<file path="src/hw/rtl/efsa_pkg.sv">
`timescale 1ns / 1ps
// ----------------------------------------------------------------------------
// efsa_pkg
// Shared constants and types for the earliest-free-server assigner.
// ----------------------------------------------------------------------------
package efsa_pkg;

  localparam int SERVERS    = 16;
  localparam int TIME_WIDTH = 32;

  // fixed port widths
  localparam int DUR_W = 16;
  localparam int AMT_W = 16;
  localparam int VAL_W = 32;   // time and total fields
  localparam int CFG_W = 5;
  localparam int SRV_W = 4;    // server field

  localparam int IDX_W = (SERVERS > 1) ? $clog2(SERVERS) : 1;
  localparam int CNT_W = 5;    // job counter, saturates at 31

  localparam logic [VAL_W-1:0] TIME_MAX = (TIME_WIDTH >= VAL_W) ? {VAL_W{1'b1}} :
                                          VAL_W'((64'd1 << TIME_WIDTH) - 64'd1);
  localparam logic [CFG_W-1:0] CFG_RESET = CFG_W'(SERVERS);
  localparam logic [CNT_W-1:0] CNT_MAX   = {CNT_W{1'b1}};

  localparam logic KIND_ASSIGN  = 1'b0;
  localparam logic KIND_SUMMARY = 1'b1;

  typedef enum logic [4:0] {
    S_IDLE   = 5'b00001,
    S_SCAN   = 5'b00010,
    S_UPDATE = 5'b00100,
    S_MAX    = 5'b01000,
    S_SUM    = 5'b10000
  } state_t;

endpackage

</file>
<file path="src/hw/rtl/earliest_free_server_assigner_top.sv">
`timescale 1ns / 1ps
// ----------------------------------------------------------------------------
// earliest_free_server_assigner_top
// Hands jobs to the server that frees up soonest and reports per-server totals.
// ----------------------------------------------------------------------------
// Usage:
//   Input channel (in_valid / in_stall) carries one job: duration, amount,
//   last_job. in_stall is low only while the sequencer is idle.
//   Output channel (out_valid / out_stall) carries results from a single
//   output register; the block takes the next job while a result still waits.
//   Config channel (cfg_valid / cfg_ready, num_servers) is taken when idle.
// Sequence per job, n = servers in use:
//   First n jobs of a batch: accept, then update.
//   Later jobs: one comparator walks the free times of servers 1..n-1,
//   one per cycle, then an update writes back. A job with last_job adds
//   a makespan pass over all SERVERS free times through the same comparator,
//   then n summary items, one per cycle while out_stall holds no result.
// Reset (rst, synchronous): all free times and totals clear, num_servers
//   returns to 16, no result is valid. Batch end clears free times and totals.
// Stall: while out_stall holds a result, the next update or summary waits,
//   and nothing is lost or repeated.
// ----------------------------------------------------------------------------
module earliest_free_server_assigner_top (
  input  logic                        clk,
  input  logic                        rst,
  input  logic                        cfg_valid,
  output logic                        cfg_ready,
  input  logic [efsa_pkg::CFG_W-1:0]  num_servers,
  input  logic                        in_valid,
  output logic                        in_stall,
  input  logic [efsa_pkg::DUR_W-1:0]  duration,
  input  logic [efsa_pkg::AMT_W-1:0]  amount,
  input  logic                        last_job,
  output logic                        out_valid,
  input  logic                        out_stall,
  output logic                        kind,
  output logic [efsa_pkg::SRV_W-1:0]  server,
  output logic [efsa_pkg::VAL_W-1:0]  time_value,
  output logic [efsa_pkg::VAL_W-1:0]  finish_time,
  output logic [efsa_pkg::VAL_W-1:0]  amount_sum,
  output logic                        saturated,
  output logic                        last
);
  import efsa_pkg::*;

  state_t             state;
  logic [CFG_W-1:0]   servers_cfg;
  logic [VAL_W-1:0]   free_time    [SERVERS];
  logic [VAL_W-1:0]   amount_total [SERVERS];
  logic [CNT_W-1:0]   jobs_seen;
  logic               overflow_seen;

  logic [DUR_W-1:0]   dur_q;
  logic [AMT_W-1:0]   amt_q;
  logic               last_q;
  logic [CFG_W-1:0]   n_lat;
  logic [IDX_W-1:0]   idx;
  logic [IDX_W-1:0]   sel;
  logic [VAL_W-1:0]   best;

  logic [CFG_W-1:0]   n_eff;
  logic [IDX_W-1:0]   rd_addr;
  logic [VAL_W-1:0]   rd_time;
  logic [VAL_W-1:0]   rd_amt;
  logic [VAL_W-1:0]   cmp_a;
  logic [VAL_W-1:0]   cmp_b;
  logic               cmp_lt;
  logic               slot_free;
  logic [VAL_W:0]     fin_full;
  logic               fin_ovf;
  logic [VAL_W-1:0]   fin_val;
  logic [VAL_W:0]     sum_full;
  logic               sum_ovf;
  logic [VAL_W-1:0]   sum_val;
  logic               ov_next;
  logic               scan_end;
  logic               sum_last;
  logic               do_update;
  logic               do_summary;
  logic               batch_clear;
  logic               in_fire;
  logic               warm;

  assign in_stall  = (state != S_IDLE);
  assign cfg_ready = (state == S_IDLE);
  assign in_fire   = in_valid && !in_stall;
  assign slot_free = !out_valid || !out_stall;

  always_comb begin
    n_eff = servers_cfg;
    if (servers_cfg == '0) begin
      n_eff = CFG_W'(1);
    end else if (servers_cfg > CFG_W'(SERVERS)) begin
      n_eff = CFG_W'(SERVERS);
    end
  end

  // first n jobs of a batch go to servers in order
  assign warm = (n_eff <= jobs_seen);

  // single read port on the state arrays
  always_comb begin
    case (state)
      S_SCAN, S_MAX, S_SUM: rd_addr = idx;
      S_UPDATE:             rd_addr = sel;
      default:              rd_addr = '0;
    endcase
  end
  assign rd_time = free_time[rd_addr];
  assign rd_amt  = amount_total[rd_addr];

  // shared comparator: min search during SCAN, max search during MAX
  always_comb begin
    if (state == S_MAX) begin
      cmp_a = best;
      cmp_b = rd_time;
    end else begin
      cmp_a = rd_time;
      cmp_b = best;
    end
  end
  assign cmp_lt = (cmp_a < cmp_b);

  assign fin_full = {1'b0, rd_time} + (VAL_W+1)'(dur_q);
  assign fin_ovf  = (fin_full > {1'b0, TIME_MAX});
  assign fin_val  = fin_ovf ? TIME_MAX : fin_full[VAL_W-1:0];
  assign sum_full = {1'b0, rd_amt} + (VAL_W+1)'(amt_q);
  assign sum_ovf  = sum_full[VAL_W];
  assign sum_val  = sum_ovf ? {VAL_W{1'b1}} : sum_full[VAL_W-1:0];
  assign ov_next  = overflow_seen || fin_ovf || sum_ovf;

  assign scan_end    = (CFG_W'(idx) == n_lat - CFG_W'(1));
  assign sum_last    = scan_end;
  assign do_update   = (state == S_UPDATE) && slot_free;
  assign do_summary  = (state == S_SUM) && slot_free;
  assign batch_clear = do_summary && sum_last;

  // control and state
  always_ff @(posedge clk) begin
    if (rst) begin
      state         <= S_IDLE;
      servers_cfg   <= CFG_RESET;
      jobs_seen     <= '0;
      overflow_seen <= 1'b0;
      out_valid     <= 1'b0;
      for (int i = 0; i < SERVERS; i++) begin
        free_time[i]    <= '0;
        amount_total[i] <= '0;
      end
    end else begin
      if (cfg_valid && cfg_ready) begin
        servers_cfg <= num_servers;
      end
      if (out_valid && !out_stall) begin
        out_valid <= 1'b0;
      end
      case (state)
        S_IDLE: begin
          if (in_fire) begin
            if (!warm) begin
              state <= S_UPDATE;
            end else if (n_eff == CFG_W'(1)) begin
              state <= S_UPDATE;
            end else begin
              state <= S_SCAN;
            end
          end
        end
        S_SCAN: begin
          if (scan_end) begin
            state <= S_UPDATE;
          end
        end
        S_UPDATE: begin
          if (do_update) begin
            free_time[sel]    <= fin_val;
            amount_total[sel] <= sum_val;
            overflow_seen     <= ov_next;
            if (jobs_seen != CNT_MAX) begin
              jobs_seen <= jobs_seen + CNT_W'(1);
            end
            out_valid <= 1'b1;
            state     <= last_q ? S_MAX : S_IDLE;
          end
        end
        S_MAX: begin
          if (idx == IDX_W'(SERVERS - 1)) begin
            state <= S_SUM;
          end
        end
        S_SUM: begin
          if (do_summary) begin
            out_valid <= 1'b1;
            if (sum_last) begin
              state         <= S_IDLE;
              jobs_seen     <= '0;
              overflow_seen <= 1'b0;
              for (int i = 0; i < SERVERS; i++) begin
                free_time[i]    <= '0;
                amount_total[i] <= '0;
              end
            end
          end
        end
        default: begin
          state <= S_IDLE;
        end
      endcase
    end
  end

  // job registers and sequencer datapath
  always_ff @(posedge clk) begin
    case (state)
      S_IDLE: begin
        if (in_fire) begin
          dur_q  <= duration;
          amt_q  <= amount;
          last_q <= last_job;
          n_lat  <= n_eff;
          idx    <= IDX_W'(1);
          best   <= rd_time;   // free time of server 0
          sel    <= warm ? '0 : jobs_seen[IDX_W-1:0];
        end
      end
      S_SCAN: begin
        if (cmp_lt) begin
          best <= rd_time;
          sel  <= idx;
        end
        idx <= idx + IDX_W'(1);
      end
      S_UPDATE: begin
        idx  <= '0;
        best <= '0;
      end
      S_MAX: begin
        if (cmp_lt) begin
          best <= rd_time;
        end
        idx <= (idx == IDX_W'(SERVERS - 1)) ? '0 : idx + IDX_W'(1);
      end
      S_SUM: begin
        if (do_summary) begin
          idx <= idx + IDX_W'(1);
        end
      end
      default: begin
        idx <= '0;
      end
    endcase
  end

  // output register
  always_ff @(posedge clk) begin
    if (do_update) begin
      kind        <= KIND_ASSIGN;
      server      <= SRV_W'(sel);
      time_value  <= rd_time;
      finish_time <= fin_val;
      amount_sum  <= sum_val;
      saturated   <= ov_next;
      last        <= !last_q;
    end else if (do_summary) begin
      kind        <= KIND_SUMMARY;
      server      <= SRV_W'(idx);
      time_value  <= best;
      finish_time <= '0;
      amount_sum  <= rd_amt;
      saturated   <= overflow_seen;
      last        <= sum_last;
    end
  end

  // --------------------------------------------------------------------------
  // Assertions
  // --------------------------------------------------------------------------
  a_sel_in_range: assert property (@(posedge clk) disable iff (rst)
    (state == S_UPDATE) |-> (CFG_W'(sel) < n_lat))
    else $error("selected server outside servers in use");

  a_finish_after_start: assert property (@(posedge clk) disable iff (rst)
    (out_valid && kind == KIND_ASSIGN) |-> (finish_time >= time_value))
    else $error("assignment finishes before it starts");

  a_batch_clears: assert property (@(posedge clk) disable iff (rst)
    batch_clear |=> (jobs_seen == '0) && !overflow_seen && (state == S_IDLE))
    else $error("batch end did not clear state");

  a_overflow_sticky: assert property (@(posedge clk) disable iff (rst)
    (overflow_seen && !batch_clear) |=> overflow_seen)
    else $error("overflow flag dropped inside a batch");

  a_no_overwrite: assert property (@(posedge clk) disable iff (rst)
    (out_valid && out_stall) |=> out_valid && $stable(time_value) && $stable(server))
    else $error("pending result overwritten");

endmodule
</file>
<file path="config.mk">
export PLATFORM = sky130hd
export DESIGN_NAME = earliest_free_server_assigner_top
export DESIGN_NICKNAME = d
export VERILOG_FILES = /design/src/hw/rtl/efsa_pkg.sv /design/src/hw/rtl/earliest_free_server_assigner_top.sv
export SDC_FILE = /design/constraint.sdc
export NUM_CORES = 2
export LEC_CHECK = 0
export ABC_AREA = 1
export BUFFER_PORTS_ARGS = -buffer_cell sky130_fd_sc_hd__buf_2
export CAP_MARGIN = 0
export CORE_MARGIN = 5
export CORE_UTILIZATION = 41
export CTS_CLUSTER_DIAMETER = 50
export DETAILED_ROUTE_END_ITERATION = 10
export PLACE_DENSITY = 0.57
export SETUP_SLACK_MARGIN = 0.1
export SLEW_MARGIN = 10
export SYNTH_ARGS = -nofsm -noshare
export SYNTH_HDL_FRONTEND = slang
export SYNTH_SLANG_ARGS = --single-unit
</file>
<file path="constraint.sdc">
create_clock -name clk -period 7.96 [get_ports clk]
set_input_delay 0.398 -clock clk [delete_from_list [all_inputs] [get_ports clk]]
set_output_delay 0.398 -clock clk [all_outputs]
set_load 0.02 [all_outputs]
</file>
---- Yosys cells after proc, flatten, opt, wreduce, memory -nomap -nowiden ----
Memories as Yosys holds them, arrays and structs flattened.
Index checks and enable logic that the tools add are counted.
word-level totals
  bits in registers ....................... 198
  bits in writable memories ............... 1024
  input port bits ......................... 43
  output and inout port bits .............. 106
  word-level logic and storage cells ...... 211
  memories kept ........................... 2
memories
  name          words  bits a word  read ports  clocked after memory_dff  write ports  line                                     text
  amount_total  16     32           1           0                         16           earliest_free_server_assigner_top.sv:49  logic [VAL_W-1:0] amount_total [SERVERS];
  free_time     16     32           1           0                         16           earliest_free_server_assigner_top.sv:48  logic [VAL_W-1:0] free_time [SERVERS];
cells by class
  add/sub/neg operators ................... 5
  $lt $le $gt $ge ......................... 4
  eq/ne operators ......................... 19
  muxes and demuxes ....................... 102
  bitwise operators ....................... 32
  reduce and logical (&&, ||, !) cells .... 28
operator list
  kind                                                                               number
  32-bit two-way mux                                                                 46
  32-bit case mux with 3 select lines                                                1
  32-bit by 16-bit adder with 33-bit output                                          2
  32-bit OR reduction                                                                2
  5-bit two-way mux                                                                  12
  4-bit two-way mux                                                                  11
  33-bit by 32-bit greater-than comparator with 1-bit output, second input constant  1
  32-bit < comparator                                                                1
  1-bit OR                                                                           32
  5-bit case mux with 5 select lines                                                 1
  1-bit two-way mux                                                                  23
  4-bit case mux with 2 select lines                                                 2
  4-bit case mux with 4 select lines                                                 1
  5-bit by 1-bit equality test with 1-bit output, second input constant              2
  2-bit != test, second input constant                                               5
  5-bit case mux with 2 select lines                                                 1
  2-bit by 1-bit != test with 1-bit output, second input constant                    4
  3-bit two-way mux                                                                  2
  3-bit AND reduction                                                                2
  6-bit AND reduction                                                                1
  2-bit nonzero test                                                                 3
  5-bit by 1-bit adder with 5-bit output, second input constant                      1
  4-bit by 5-bit equality test with 1-bit output                                     1
  5-bit by 2-bit equality test with 1-bit output, second input constant              1
  21 further kinds                                                                   32

---- Depth between registers and ports, before layout ----
An unclocked memory read counts as a cell.
  depth in word-level cells ............... 10
  mapped depth ............................ 41
  mapped depth without buffers ............ 36

---- Worst setup path after synthesis ----
Ideal clock, no wire load.
  path kind ............................... reg-to-reg
  from .................................... register state[2]
  to ...................................... memory amount_total[1][30] (data pin)
  setup time .............................. 250 ps
  arrival ................................. 5472 ps
  data required time ...................... 7710 ps
  setup slack ............................. 2238 ps
  stages on the path, launching flop included .. 37
  path buffers ............................ 8
  clock period less this slack ............ 5722 ps
  cells stage by stage .................... dfxtp_1 -> nor2_2 -> nand3_2 -> nand3_4 -> nand2_4 -> nand2_4 -> buf_6 -> buf_4 -> buf_4 -> buf_4 -> buf_2 -> buf_2 -> clkbuf_1 -> nor2_1 -> nor3_1 -> o221ai_1 -> nand2_1 -> ha_1 -> inv_1 -> fa_1 -> nand3b_1 -> nand2_1 -> a21oi_1 -> o21ai_1 -> a21boi_0 -> o21ai_1 -> a21boi_0 -> o21ai_1 -> inv_1 -> nor2_1 -> nand2_1 -> nor2_1 -> xnor2_1 -> nand2_1 -> buf_2 -> nand2_1 -> inv_1
RTL lines
  item                    line                                      text
  from (decl)             earliest_free_server_assigner_top.sv:46   state_t state;
  from (signal assigned)  earliest_free_server_assigner_top.sv:183  state <= last_q ? S_MAX : S_IDLE;
  to (decl)               earliest_free_server_assigner_top.sv:49

---- Final worst setup path ----
  from .................................... register state[2]
  to ...................................... register amount_sum[28] (netlist bit) (data pin)
on the way
  longest elaborated chain between the ends .. 7
  elaborated cells on any way between the ends .. 12
  those cells by class .................... 1 x add/sub; 4 x eq/ne; 4 x mux; 2 x reduce/logical; 1 x memory
ends and longest elaborated chain
  item                                                                          line                                      text
  5-bit by 4-bit equality test with 1-bit output, or another cell as far along  earliest_free_server_assigner_top.sv:103  case (state)
  3-bit OR reduction                                                            earliest_free_server_assigner_top.sv:103
  4-bit case mux with 2 select lines                                            earliest_free_server_assigner_top.sv:103
  memory read 16 x 32 bit                                                       n/a
  32-bit by 16-bit adder with 33-bit output                                     earliest_free_server_assigner_top.sv:127  assign sum_full = {1'b0, rd_amt} + (VAL_W+1)'(amt_q);
  32-bit two-way mux                                                            earliest_free_server_assigner_top.sv:129  assign sum_val = sum_ovf ? {VAL_W{1'b1}} : sum_full[VAL_W-1:0];
  32-bit two-way mux *                                                          earliest_free_server_assigner_top.sv:256  if (do_update) begin
  to (signal assigned)                                                          earliest_free_server_assigner_top.sv:261  amount_sum <= sum_val;
  to (signal assigned)                                                          earliest_free_server_assigner_top.sv:269  amount_sum <= rd_amt;
  to (decl)                                                                     earliest_free_server_assigner_top.sv:40   output logic [efsa_pkg::VAL_W-1:0] amount_sum,
Mark *: on every way between the ends. The rest lies on a longest branch, timed or not. The select of a mux whose other input is x is not followed.
A chain may end at the register's enable or synchronous reset.

==> flow_metrics.tcl <==
set metrics [dict create \
    status "complete, no violations" \
    dp_hpwl_um 103000 \
    yosysSeqAreaShare_pct 62.1 \
    cts_tree "yes" \
    max_slew_margin_pct 21.0 \
    grt_max_degree 182 \
    fin_crit_ns 7.10 \
    hold_path_class "primary input to register" \
    drive_above_1_share_pct 14.4 \
    place_congestion 0.823 \
    synth.area.top_cells "edfxtp_1 61%, nor2_1 5.4%, nand2_1 4.5%, nand3_1 3.9%, a21oi_1 3.5%" \
    leakage_nw 25.1 \
    finalCritPeriodShare_pct 89.2 \
    pre_cts_slack_ns 0.858 \
    drv_slew 0 \
    yosys-top-cells-count "1,204 x edfxtp_1, 839 x nor2_1, 699 x nand2_1, 453 x nand3_1, 413 x a21oi_1" \
    slowest_delay_ns 0.49 \
    clk_path_buf_depth 3 \
    grt_pass1_wl_um 279000 \
    finalSetupViolCount 0 \
    setup_tns_ns 0 \
    crit_slowest_cell "o21ai_1" \
    final_area_um2 66200 \
    ys_types 61 \
    synth-seq-cells 1222 \
    synth_edf_count 1204 \
    required_ns 8.38 \
    cts_resized 0 \
    initial_core_util_pct 41.1 \
    busiest_layer "met2" \
    syn_area_per_cell_um2 10.4 \
    htreeDepth 4 \
    cp-end-kind "register" \
    drt_iter0_drc 4963 \
    rows 139 \
    die_h_um 389 \
    drt.antenna.violating_nets 0 \
    grt_usage_pct 24.5 \
    crit_type "register to register" \
    wl_per_cell_um 24.6 \
    powerDensity_nw_per_um2 335 \
    finalWorstSetupSlack_ns 0.861 \
    synthArstFlopShare_pct 0 \
    skew_ns 0.0492 \
    synth_ff_type "edfxtp_1" \
    core_um2 143000 \
    fin_util_pct 46.3 \
    drv_cap 0 \
    use_met3_pct 4.10 \
    synth_cells 5673 \
    vias 43700 \
    root_buffer "clkbuf_16" \
    startpoint_type "register" \
    insertion_delay_ns 0.81 \
    grt_pass1_vias 41400 \
    vias_per_cell 5.67 \
    n_fill_cell 13200 \
    met1_usage_pct 34.6 \
    synth-xor-area-share_pct 0.596 \
    numCtsBuffers 148 \
    yosys.area_share.simple_pct 17.5 \
    ir_drop_uv 278 \
    drt-pass1-iter-count 6 \
    synth_top_family_by_area "simple AND/OR/NAND/NOR gates" \
    io_buffers 148 \
    post-synth-top-area-cell "edfxtp_1" \
    synth-compound-area-share_pct 10.8 \
    area_delta_synth_final_pct 12.6 \
    nNetsFinal 5815 \
    synth_top_area_share_pct 61.5 \
    clkTransAtPathRegs_ns 0.06 \
    yosysWarnings 0 \
    die_x_um 389 \
    placed_area_um2 60900 \
    overflow 0 \
    grt_antenna_before_repair 5 \
    wl_um 190000 \
    crit_top_cell "nand2_1" \
    power_mw 22.2 \
    path_max_fanout 63 \
    finalHoldViolCount 0 \
    ios 149 \
    cp.arrival_ns 7.52 \
    die_area_um2 151000 \
    rsz0062_at_grt "false" \
    synth_fp_nets 5791 \
    synthAdderAreaFrac_pct 1.62 \
    yosysMostFrequentCell "edfxtp_1" \
    clock.fmax_mhz 141 \
    reg2reg_slack_ns 0.86 \
    drcViolationCount 0 \
    cts.sinks 1222 \
    use_met2_pct 39.0 \
    syn_area_um2 58800 \
    tightest_slew_ns 1.18 \
    synth.area.mux_share_pct 0.732 \
]
==> path summary, 6_finish.rpt <==
path              cells past startpoint                        to                   from
setup / recovery                     28  amount_sum[28]$_DFFE_PP_  state[2]$_SDFFE_PP0P_
hold / removal                        2        dur_q[3]$_DFFE_PP_            duration[3]
setup reg to reg                     28  amount_sum[28]$_DFFE_PP_  state[2]$_SDFFE_PP0P_
hold reg to reg                       2         kind$_SDFFE_PP0P_      kind$_SDFFE_PP0P_
==> per-layer routing <==
layer / up-vias / routed length, um / share of wire (%)
li1: 19700 / - / -
met1: 21400 / 79500 / 42
met2: 2248 / 86600 / 46
met3: 347 / 17700 / 9.4
met4: 0 / 5750 / 3.0
met5: - / 0 / 0
==> power breakdown <==
group	internal (mW)	switching (mW)	total, mW
clock	3.90	2.86	6.77
sequential	7.76	0.253	8.01
combinational	1.85	5.55	7.40
total	13.5	8.67	22.2
==> final cells by class <==
cell class | count | area (um^2) | share of cell area [%]
diodes | 1 | 2.50 | 0.00378
clock buffers | 169 | 3800 | 5.74
clock inverters | 95 | 1010 | 1.52
inverters | 425 | 1640 | 2.48
multi-input cells | 3575 | 18600 | 28.1
flip-flops and latches | 1222 | 36500 | 55.1
well taps | 1903 | 2380 | 3.60
repair buffers | 325 | 2270 | 3.43
==> per-stage QoR <==
step / instances / hold slack (ns)
after floorplan: 5673 / 0.425
after global placement: 7403 / 0.448
after detailed placement: 7403 / 0.461
after CTS: 7714 / 0.259
after global routing: 7714 / 0.289
final: 7715 / 0.314
==> registers in the layout, indices dropped and copies added, names as in the netlist, 4 cells and up <==
name,count
servers_cfg,5
amt_q,16
amount_sum,32
jobs_seen,5
idx,4
time_value,32
state,5
free_time,512
sel,4
finish_time,32
amount_total,512
n_lat,5
best,32
dur_q,16
server,4
==> repair_timing <==
| action | in CTS | in global routing |
|---|---|---|
| setup buffers | 0 | 0 |
| hold buffers | 47 | 0 |
| endpoints found under the hold margin | 50 | 0 |
==> cells by family (layout without fill, tap and decap cells) <==
kind of cell             Yosys count  count (layout)
AO/OA/AOI/OAI                   1102            1102
adder cells (fa/ha/maj)           75              75
flip-flops                      1222            1222
other                              0               1
AND/OR/NAND/NOR                 2315            2315
buffers and inverters            876            1014
multiplexers                      43              43
XOR/XNOR                          40              40
==> worst max-delay path, delay by kind of cell (launching register included) <==
kind | cells | cell delay (ns)
and+or+nand+nor | 13 | 2.57
AOI/OAI and AO/OA | 12 | 2.49
buffers and inverters | 2 | 0.78
adders and majority gates | 1 | 0.41
DFF | 1 | 0.36
==> cell usage in the layout, fill, tap and decap left out, types with 7 or more instances in the layout <==
cell	n
edfxtp_1	1204
nor2_1	837
nand2_1	682
nand3_1	453
a21oi_1	412
inv_1	389
o21ai_0	375
nor2_2	205
clkbuf_16	149
buf_2	148
buf_4	123
o211ai_1	113
ha_1	73
o21ai_1	72
dlygate4sd3_1	47
a221oi_1	44
mux2i_1	43
nor2_4	33
nor3_1	29
clkinv_1	28
clkinv_2	27
xnor2_1	20
xor2_1	20
clkbuf_1	20
o221ai_1	18
dfxtp_1	18
a311o_1	17
nand2_4	17
o32ai_1	16
inv_6	16
or3_1	13
bufinv_16	13
inv_4	12
a21oi_4	12
nand3_2	11
clkinvlp_4	11
inv_2	10
nand4_1	9
or2_2	9
buf_12	7
Power figures use the tool's default switching activity.
